===== config.mk =====
export PLATFORM = sky130hd
export DESIGN_NAME = sync_command_to_spi_decoder_flat
export DESIGN_NICKNAME = d
export VERILOG_FILES = /design/src/scsd_pkg.sv /design/src/scsd_byte_if.sv /design/src/scsd_result_if.sv /design/src/sync_command_to_spi_decoder.sv /design/src/scsd_front.sv /design/src/scsd_queue.sv /design/src/scsd_back.sv /design/src/flat_wrapper.sv
export SDC_FILE = /design/constraint.sdc
export NUM_CORES = 1
export LEC_CHECK = 0
export BUFFER_PORTS_ARGS = -buffer_cell sky130_fd_sc_hd__buf_4
export CAP_MARGIN = 20
export CORE_MARGIN = 4
export CORE_UTILIZATION = 40
export CTS_CLUSTER_DIAMETER = 30
export DETAILED_ROUTE_END_ITERATION = 10
export GPL_TIMING_DRIVEN = 1
export HOLD_SLACK_MARGIN = 0.1
export PLACE_DENSITY = 0.59
export SLEW_MARGIN = 30
export SYNTH_ARGS = -nofsm -noshare
export SYNTH_HDL_FRONTEND = slang
export SYNTH_HIERARCHICAL = 1
export SYNTH_SLANG_ARGS = --single-unit

===== constraint.sdc =====
create_clock -name clk -period 3.6 [get_ports clk]
set_input_delay 0.72 -clock clk [delete_from_list [all_inputs] [get_ports clk]]
set_output_delay 0.72 -clock clk [all_outputs]
set_load 0.05 [all_outputs]

===== src/scsd_pkg.sv =====
// Shared types and constants of the sync/command to SPI decoder.
// Used by the front, back, top level and checker; depends on nothing.
package scsd_pkg;

	localparam int SYNC_BIT      = 7;
	localparam int CHUNK_BITS    = 7;
	localparam int PAYLOAD_BYTES = 5;
	localparam int PAY_CNT_BITS  = 3;
	localparam logic [PAY_CNT_BITS-1:0] PAY_LAST = PAY_CNT_BITS'(PAYLOAD_BYTES - 1);

	localparam logic [CHUNK_BITS-1:0] CMD_SET_SELECT = 7'h01;
	localparam logic [CHUNK_BITS-1:0] CMD_SET_DATA   = 7'h02;
	localparam logic [CHUNK_BITS-1:0] CMD_ISSUE      = 7'h03;

	typedef enum logic [2:0] {
		PH_SYNC    = 3'b001,
		PH_CMD     = 3'b010,
		PH_PAYLOAD = 3'b100
	} phase_t;

	localparam int OP_BITS = 3;
	typedef enum logic [OP_BITS-1:0] {
		OP_NONE,
		OP_ISSUE,
		OP_UNKNOWN,
		OP_RESYNC,
		OP_SET_SELECT,
		OP_SET_DATA
	} op_t;

	typedef enum logic [1:0] {
		ST_NONE    = 2'd0,
		ST_ISSUED  = 2'd1,
		ST_UNKNOWN = 2'd2,
		ST_RESYNC  = 2'd3
	} status_t;

endpackage


===== src/scsd_byte_if.sv =====
// Input channel of the decoder: one received byte per transfer.
// Depends on nothing.
interface scsd_byte_if;
	logic       valid;
	logic       ready;
	logic [7:0] rx_byte;

	modport source (output valid, output rx_byte, input ready);
	modport sink (input valid, input rx_byte, output ready);
endinterface


===== src/scsd_result_if.sv =====
// Output channel of the decoder: one status result per transfer.
// Depends on nothing.
interface scsd_result_if #(
	parameter int WORD_BITS    = 32,
	parameter int SELECT_LINES = 4
);
	logic                    valid;
	logic                    ready;
	logic [1:0]              status;
	logic [WORD_BITS-1:0]    spi_word;
	logic [SELECT_LINES-1:0] select_mask;

	modport source (output valid, output status, output spi_word, output select_mask,
		input ready);
	modport sink (input valid, input status, input spi_word, input select_mask,
		output ready);
endinterface


===== src/sync_command_to_spi_decoder.sv =====
// Top level of the sync/command to SPI decoder.
// Depends on scsd_pkg, scsd_byte_if, scsd_result_if, scsd_front, scsd_queue, scsd_back.
//
// Usage: received bytes enter on in_ch, one per transfer. A byte with bit 7 set
// is a sync; command 1 or 2 is followed by five 7-bit payload bytes that load the
// select mask or the SPI word; command 3 issues the stored word with the mask.
// Every accepted byte yields exactly one result on out_ch: status 0 for nothing,
// 1 for an issued word, 2 for an unknown command, 3 for a sync that cut off an
// open transaction. spi_word and select_mask are zero unless status is 1.
// An accepted byte passes into the queue, then into the output register of the
// back end that drives out_ch. Throughput is one byte per cycle while out_ch is
// not stalled, set by the combinational front-end parse and the back's register.
// A two-entry queue separates parsing from execution; when the receiver stalls
// out_ch, the queue fills and in_ch.ready drops only once it is full.
// Reset clears the parser to waiting for sync and zeroes the stored SPI word
// and select mask; no results are pending after reset.
module sync_command_to_spi_decoder #(
	parameter int WORD_BITS    = 32,
	parameter int SELECT_LINES = 4
) (
	input logic           clk,
	input logic           arst_n,
	scsd_byte_if.sink     in_ch,
	scsd_result_if.source out_ch
);

	localparam int QW = scsd_pkg::OP_BITS + WORD_BITS;

	logic                 push, push_ready, pop_valid, pop;
	scsd_pkg::op_t        push_op;
	logic [WORD_BITS-1:0] push_word;
	logic [QW-1:0]        pop_data;

	scsd_front #(.WORD_BITS(WORD_BITS)) u_front (
		.clk        (clk),
		.arst_n     (arst_n),
		.in_valid   (in_ch.valid),
		.in_ready   (in_ch.ready),
		.rx_byte    (in_ch.rx_byte),
		.push       (push),
		.push_ready (push_ready),
		.push_op    (push_op),
		.push_word  (push_word)
	);

	scsd_queue #(.WIDTH(QW), .DEPTH(2)) u_queue (
		.clk        (clk),
		.arst_n     (arst_n),
		.push       (push),
		.push_ready (push_ready),
		.push_data  ({push_op, push_word}),
		.pop_valid  (pop_valid),
		.pop        (pop),
		.pop_data   (pop_data)
	);

	scsd_back #(.WORD_BITS(WORD_BITS), .SELECT_LINES(SELECT_LINES)) u_back (
		.clk         (clk),
		.arst_n      (arst_n),
		.op_valid    (pop_valid),
		.op_pop      (pop),
		.op          (scsd_pkg::op_t'(pop_data[QW-1:WORD_BITS])),
		.op_word     (pop_data[WORD_BITS-1:0]),
		.out_valid   (out_ch.valid),
		.out_ready   (out_ch.ready),
		.status      (out_ch.status),
		.spi_word    (out_ch.spi_word),
		.select_mask (out_ch.select_mask)
	);

endmodule


===== src/scsd_front.sv =====
// Front end: parses received bytes and turns each into one queued operation.
// Depends on scsd_pkg.
module scsd_front #(
	parameter int WORD_BITS = 32
) (
	input  logic                      clk,
	input  logic                      arst_n,
	input  logic                      in_valid,
	output logic                      in_ready,
	input  logic [7:0]                rx_byte,
	output logic                      push,
	input  logic                      push_ready,
	output scsd_pkg::op_t             push_op,
	output logic [WORD_BITS-1:0]      push_word
);

	scsd_pkg::phase_t                      phase_q, phase_d;
	logic                                  target_q, target_d;
	logic [scsd_pkg::PAY_CNT_BITS-1:0]     cnt_q, cnt_d;
	logic [WORD_BITS-1:0]                  asm_q, asm_d;
	logic [scsd_pkg::CHUNK_BITS-1:0]       chunk;
	logic                                  accept;

	assign chunk    = rx_byte[scsd_pkg::CHUNK_BITS-1:0];
	assign in_ready = push_ready;
	assign accept   = in_valid && push_ready;
	assign push     = accept;
	assign push_word = asm_d;

	always_comb begin
		phase_d  = phase_q;
		target_d = target_q;
		cnt_d    = cnt_q;
		asm_d    = asm_q;
		push_op  = scsd_pkg::OP_NONE;
		if (rx_byte[scsd_pkg::SYNC_BIT]) begin
			if (phase_q != scsd_pkg::PH_SYNC) begin
				push_op = scsd_pkg::OP_RESYNC;
			end
			phase_d = scsd_pkg::PH_CMD;
		end else begin
			case (phase_q)
				scsd_pkg::PH_CMD: begin
					case (chunk) inside
						scsd_pkg::CMD_SET_SELECT, scsd_pkg::CMD_SET_DATA: begin
							target_d = (chunk == scsd_pkg::CMD_SET_DATA);
							cnt_d    = '0;
							phase_d  = scsd_pkg::PH_PAYLOAD;
						end
						scsd_pkg::CMD_ISSUE: begin
							push_op = scsd_pkg::OP_ISSUE;
							phase_d = scsd_pkg::PH_SYNC;
						end
						default: begin
							push_op = scsd_pkg::OP_UNKNOWN;
							phase_d = scsd_pkg::PH_SYNC;
						end
					endcase
				end
				scsd_pkg::PH_PAYLOAD: begin
					if (cnt_q == '0) begin
						asm_d = {{(WORD_BITS-scsd_pkg::CHUNK_BITS){1'b0}}, chunk};
					end else begin
						asm_d = {asm_q[WORD_BITS-scsd_pkg::CHUNK_BITS-1:0], chunk};
					end
					if (cnt_q == scsd_pkg::PAY_LAST) begin
						push_op = target_q ? scsd_pkg::OP_SET_DATA : scsd_pkg::OP_SET_SELECT;
						phase_d = scsd_pkg::PH_SYNC;
					end else begin
						cnt_d = cnt_q + 1'b1;
					end
				end
				default: begin
				end
			endcase
		end
	end

	always_ff @(posedge clk or negedge arst_n) begin
		if (!arst_n) begin
			phase_q  <= scsd_pkg::PH_SYNC;
			target_q <= 1'b0;
			cnt_q    <= '0;
			asm_q    <= '0;
		end else if (accept) begin
			phase_q  <= phase_d;
			target_q <= target_d;
			cnt_q    <= cnt_d;
			asm_q    <= asm_d;
		end
	end

endmodule


===== src/scsd_queue.sv =====
// Small first-in first-out queue between the front end and the back end.
// Depends on nothing.
module scsd_queue #(
	parameter int WIDTH = 35,
	parameter int DEPTH = 2
) (
	input  logic             clk,
	input  logic             arst_n,
	input  logic             push,
	output logic             push_ready,
	input  logic [WIDTH-1:0] push_data,
	output logic             pop_valid,
	input  logic             pop,
	output logic [WIDTH-1:0] pop_data
);

	localparam int PTR_W = (DEPTH > 1) ? $clog2(DEPTH) : 1;
	localparam int CNT_W = $clog2(DEPTH + 1);

	logic [WIDTH-1:0] mem_q [DEPTH];
	logic [PTR_W-1:0] wr_ptr_q, rd_ptr_q;
	logic [CNT_W-1:0] count_q;
	logic             do_push, do_pop;

	assign push_ready = (count_q != CNT_W'(DEPTH));
	assign pop_valid  = (count_q != '0);
	assign pop_data   = mem_q[rd_ptr_q];
	assign do_push    = push && push_ready;
	assign do_pop     = pop && pop_valid;

	always_ff @(posedge clk) begin
		if (do_push) begin
			mem_q[wr_ptr_q] <= push_data;
		end
	end

	always_ff @(posedge clk or negedge arst_n) begin
		if (!arst_n) begin
			wr_ptr_q <= '0;
			rd_ptr_q <= '0;
			count_q  <= '0;
		end else begin
			if (do_push) begin
				wr_ptr_q <= (wr_ptr_q == PTR_W'(DEPTH - 1)) ? '0 : wr_ptr_q + 1'b1;
			end
			if (do_pop) begin
				rd_ptr_q <= (rd_ptr_q == PTR_W'(DEPTH - 1)) ? '0 : rd_ptr_q + 1'b1;
			end
			if (do_push && !do_pop) begin
				count_q <= count_q + 1'b1;
			end else if (do_pop && !do_push) begin
				count_q <= count_q - 1'b1;
			end
		end
	end

endmodule


===== src/scsd_back.sv =====
// Back end: carries out queued operations, holds the select mask and SPI word,
// and drives the registered result. Depends on scsd_pkg.
module scsd_back #(
	parameter int WORD_BITS    = 32,
	parameter int SELECT_LINES = 4
) (
	input  logic                    clk,
	input  logic                    arst_n,
	input  logic                    op_valid,
	output logic                    op_pop,
	input  scsd_pkg::op_t           op,
	input  logic [WORD_BITS-1:0]    op_word,
	output logic                    out_valid,
	input  logic                    out_ready,
	output logic [1:0]              status,
	output logic [WORD_BITS-1:0]    spi_word,
	output logic [SELECT_LINES-1:0] select_mask
);

	logic                    valid_q;
	scsd_pkg::status_t       status_q;
	logic [WORD_BITS-1:0]    word_q;
	logic [SELECT_LINES-1:0] mask_q;
	logic [SELECT_LINES-1:0] cs_q;
	logic [WORD_BITS-1:0]    data_q;

	assign op_pop      = op_valid && (!valid_q || out_ready);
	assign out_valid   = valid_q;
	assign status      = status_q;
	assign spi_word    = word_q;
	assign select_mask = mask_q;

	always_ff @(posedge clk or negedge arst_n) begin
		if (!arst_n) begin
			valid_q  <= 1'b0;
			status_q <= scsd_pkg::ST_NONE;
			word_q   <= '0;
			mask_q   <= '0;
			cs_q     <= '0;
			data_q   <= '0;
		end else begin
			if (op_pop) begin
				valid_q  <= 1'b1;
				status_q <= scsd_pkg::ST_NONE;
				word_q   <= '0;
				mask_q   <= '0;
				case (op)
					scsd_pkg::OP_ISSUE: begin
						status_q <= scsd_pkg::ST_ISSUED;
						word_q   <= data_q;
						mask_q   <= cs_q;
					end
					scsd_pkg::OP_UNKNOWN: status_q <= scsd_pkg::ST_UNKNOWN;
					scsd_pkg::OP_RESYNC:  status_q <= scsd_pkg::ST_RESYNC;
					scsd_pkg::OP_SET_SELECT: cs_q <= op_word[SELECT_LINES-1:0];
					scsd_pkg::OP_SET_DATA:   data_q <= op_word;
					default: begin
					end
				endcase
			end else if (out_ready) begin
				valid_q <= 1'b0;
			end
		end
	end

endmodule


===== src/flat_wrapper.sv =====
// flat-port wrapper written by rule: the top's interface ports become plain ports
module sync_command_to_spi_decoder_flat 
#(
	parameter int WORD_BITS    = 32,
	parameter int SELECT_LINES = 4
)
  (clk, arst_n, in_ch_valid, in_ch_rx_byte, in_ch_ready, out_ch_valid, out_ch_status, out_ch_spi_word, out_ch_select_mask, out_ch_ready);
  scsd_byte_if in_ch_i ();
  scsd_result_if #(.WORD_BITS(WORD_BITS), .SELECT_LINES(SELECT_LINES)) out_ch_i ();
  input logic clk;
  input logic arst_n;
  input wire logic [$bits(in_ch_i.valid)-1:0] in_ch_valid;
  input wire logic [$bits(in_ch_i.rx_byte)-1:0] in_ch_rx_byte;
  output wire logic [$bits(in_ch_i.ready)-1:0] in_ch_ready;
  output wire logic [$bits(out_ch_i.valid)-1:0] out_ch_valid;
  output wire logic [$bits(out_ch_i.status)-1:0] out_ch_status;
  output wire logic [$bits(out_ch_i.spi_word)-1:0] out_ch_spi_word;
  output wire logic [$bits(out_ch_i.select_mask)-1:0] out_ch_select_mask;
  input wire logic [$bits(out_ch_i.ready)-1:0] out_ch_ready;
  assign in_ch_i.valid = in_ch_valid;
  assign in_ch_i.rx_byte = in_ch_rx_byte;
  assign in_ch_ready = in_ch_i.ready;
  assign out_ch_valid = out_ch_i.valid;
  assign out_ch_status = out_ch_i.status;
  assign out_ch_spi_word = out_ch_i.spi_word;
  assign out_ch_select_mask = out_ch_i.select_mask;
  assign out_ch_i.ready = out_ch_ready;
  sync_command_to_spi_decoder #(.WORD_BITS(WORD_BITS), .SELECT_LINES(SELECT_LINES)) u_core (.clk(clk), .arst_n(arst_n), .in_ch(in_ch_i), .out_ch(out_ch_i));
endmodule

==> impl_metrics.tcl <==
set metrics [dict create \
    net-switching-power_mw 2.38 \
    finalWeightedCongestion 0.712 \
    powerDensity_nw_per_um2 791 \
    hp-class "primary input to asynchronous set/reset pin" \
    clk_pin_slew_ns 0.07 \
    initial_core_util_pct 41.3 \
    boundaryPins 52 \
    grt-ovfl-total 0 \
    synth_cell_type_count 46 \
    areaGrowthSynthToFinish_pct 13.9 \
    p_total_mw 7.08 \
    regToRegSetupSlack_ns 1.36 \
    crit_type "flip-flop to flip-flop" \
    die_y_microns 148 \
    cp-startpoint "u_core/u_front/phase_q[2]" \
    drive_gt1_share_pct 28.0 \
    core_sq_um 19000 \
    grtUsageMet2_pct 22.1 \
    synth_top_area_share_pct 37.3 \
    hold_violations 0 \
    met1_usage_pct 18.9 \
    nets 624 \
    drcViolationCount 0 \
    ys.warnings.count 6 \
    tns_ns 0 \
    crit_path_start_kind "flip-flop" \
    synth_area_leaders "dfrtp_1 37%, edfxtp_1 27%, mux2_4 6.5%" \
    antenna_cells 0 \
    min_period_over_period_pct 62.4 \
    die_w_microns 148 \
    slew_headroom_pct 50.9 \
    grt_use_total_pct 13.8 \
    grt_pass1_wl_microns 23900 \
    die_area_sq_um 21900 \
    clk_latency_ns 0.43 \
    switching_share_pct 33.5 \
    synth_edf_count 70 \
    syn-instance-count 564 \
    grt_setup_unrepaired "false" \
    combPwrFrac_pct 29.9 \
    first_pass_iters 5 \
    grt_max_degree 76 \
    p_leak_nw 3.83 \
    r2r-start "u_core/u_front/phase_q[2]" \
    yosysSeqAreaShare_pct 64.3 \
    yosysTopAreaCell "dfrtp_1" \
    grtUsageMet3_pct 3.60 \
    drv_cap 0 \
    drt_iter0_drc 236 \
    async_reset_ff_share_pct 62.8 \
    antenna_left 0 \
    required_ns 3.77 \
    cts_buffer_depth 2 \
    vias 4402 \
    p_int_mw 4.71 \
    cts_hold_buf 0 \
    rows 50 \
    clkPwrFrac_pct 26.3 \
    crit_fanout 60 \
    critPathCaptureType "flip-flop" \
    root_buffer "clkbuf_16" \
    placed_area_sq_um 8350 \
    final_common_cell "dfrtp_1" \
    cts_setup_buffers 0 \
    port_buffers 51 \
    final_area_sq_um 8950 \
    seq_power_share_pct 43.8 \
    fmax_mhz 445 \
    crit_arrival_ns 2.41 \
    antenna_found_initial 1 \
    routedWlPerCell_microns 16.2 \
    status "complete, no violations" \
    fin_ws_ns 1.36 \
    worst_pin_slew_ns 0.737 \
    cts_tree "built" \
    setup_viol 0 \
    first_global_vias 4529 \
    dp_worst_setup_slack_ns 1.36 \
    fillerInstances 1717 \
    synth_fp_nets 579 \
    ir_drop_mv 0.336 \
    ys.flop_type "dfrtp_1" \
    ys_ff_latch 188 \
    busiest_layer "met2" \
    finalMaxSlewViolations 0 \
    layout_common_cells "116 x dfrtp_1, 107 x nand2_1, 70 x edfxtp_1, 57 x buf_4, 46 x o21ai_0" \
    numCtsBuffers 17 \
    synth.avg_cell_area_sq_um 13.9 \
    viasPerCell 4.99 \
    fin_crit_ns 2.24 \
    postCtsResizedCells 0 \
    dpl.hpwl_microns 9440 \
    finClkSkew_ns 0.00972 \
    wl_microns 14300 \
    netlist_area_sq_um 7860 \
    cts_max_level 4 \
    clock-sinks 188 \
]
-- routing by layer --
layer | vias to the layer above | share of wire, %
li1 | 2103 | -
met1 | 2210 | 48
met2 | 83 | 48
met3 | 6 | 3.7
met4 | 0 | 0.67
met5 | - | 0
-- sequential cells by signal, summed over array words and instances, names as in the netlist --
register / cells
u_core/u_front/target_q: 1
u_core/u_queue/wr_ptr_q: 1
u_core/u_back/data_q: 32
u_core/u_back/cs_q: 4
u_core/u_front/phase_q: 3
u_core/u_back/select_mask: 4
u_core/u_queue/rd_ptr_q: 1
u_core/u_queue/count_q: 2
u_core/u_front/cnt_q: 3
u_core/u_back/spi_word: 32
u_core/u_back/out_valid: 1
u_core/u_front/asm_q: 32
u_core/u_queue/mem_q: 70
u_core/u_back/status: 2
-- worst max-delay path: stages (launching register included) --
cell	delay (ns)
dfrtp_1	0.45
or3b_1	0.48
or2_1	0.26
buf_4	0.29
o21ai_0	0.48
-- final cells by class --
cell class	instances	area (sq um)	share of cell area, %
Timing Repair Buffer	59	459	5.13
Clock buffer	17	425	4.75
Tap cell	260	325	3.63
Sequential cell	188	5060	56.5
Multi-Input combinational cell	337	2490	27.8
Inverter	6	22.5	0.252
Clock inverter	15	176	1.97
-- metrics by stage --
stage	utilization [%]	hold WS, ns	cells
2_1_floorplan	-	0.424	564
3_5_place_dp	43.9	0.472	850
3_3_place_gp	43.9	0.461	850
4_1_cts	47.1	0.351	882
6_report	47.1	0.320	882
5_1_grt	47.1	0.372	882
-- worst paths after layout --
| path | to | depth (start not counted) |
|---|---|---|
| setup / recovery | u_core/u_queue/mem_q[1][18] | 4 |
| hold / removal | u_core/u_back/spi_word[11] | 1 |
| setup reg to reg | u_core/u_queue/mem_q[1][18] | 4 |
| hold reg to reg | u_core/u_front/asm_q[27] | 2 |
| max in group asynchronous | u_core/u_back/out_valid | 2 |
| min in group clk | u_core/u_front/asm_q[27] | 2 |
-- power groups by stage --
stage                     clock (mW)  sequential [mW]  combinational [mW]
after floorplan                    0             3.50                1.28
after global placement             0             3.13                2.11
after detailed placement           0             3.15                2.14
after CTS                       1.92             3.11                2.15
after global routing            2.02             3.17                2.28
final                           1.86             3.10                2.12
-- synth_stat cells, types with 2 or more instances --
master,n
dfrtp_1,117
nand2_1,107
edfxtp_1,70
o21ai_0,46
a22o_1,39
mux2_2,38
mux2_4,34
buf_6,15
o21ai_1,11
clkbuf_1,10
nor2_1,9
mux2_1,7
inv_1,6
nand2b_1,4
buf_12,3
buf_2,3
ha_1,3
nor3b_1,3
xnor2_1,3
xor2_1,3
a21oi_1,2
and2_1,2
and3_1,2
buf_4,2
nand2b_4,2
nor3_1,2
or2_1,2
-- logic make-up (layout without fill, tap and decap cells) --
logic type | after synthesis | in the layout | share of synthesized area (%)
adders and majority gates | 3 | 3 | 0.478
muxes | 79 | 79 | 12.9
and+or+nand+nor | 146 | 146 | 8.90
xor gates and xnor gates | 6 | 6 | 0.669
buffers and inverters | 39 | 97 | 4.06
AOI/OAI and AO/OA | 103 | 103 | 8.60
DFF | 188 | 188 | 64.3
Note: power is estimated with default switching activity, not from simulation.
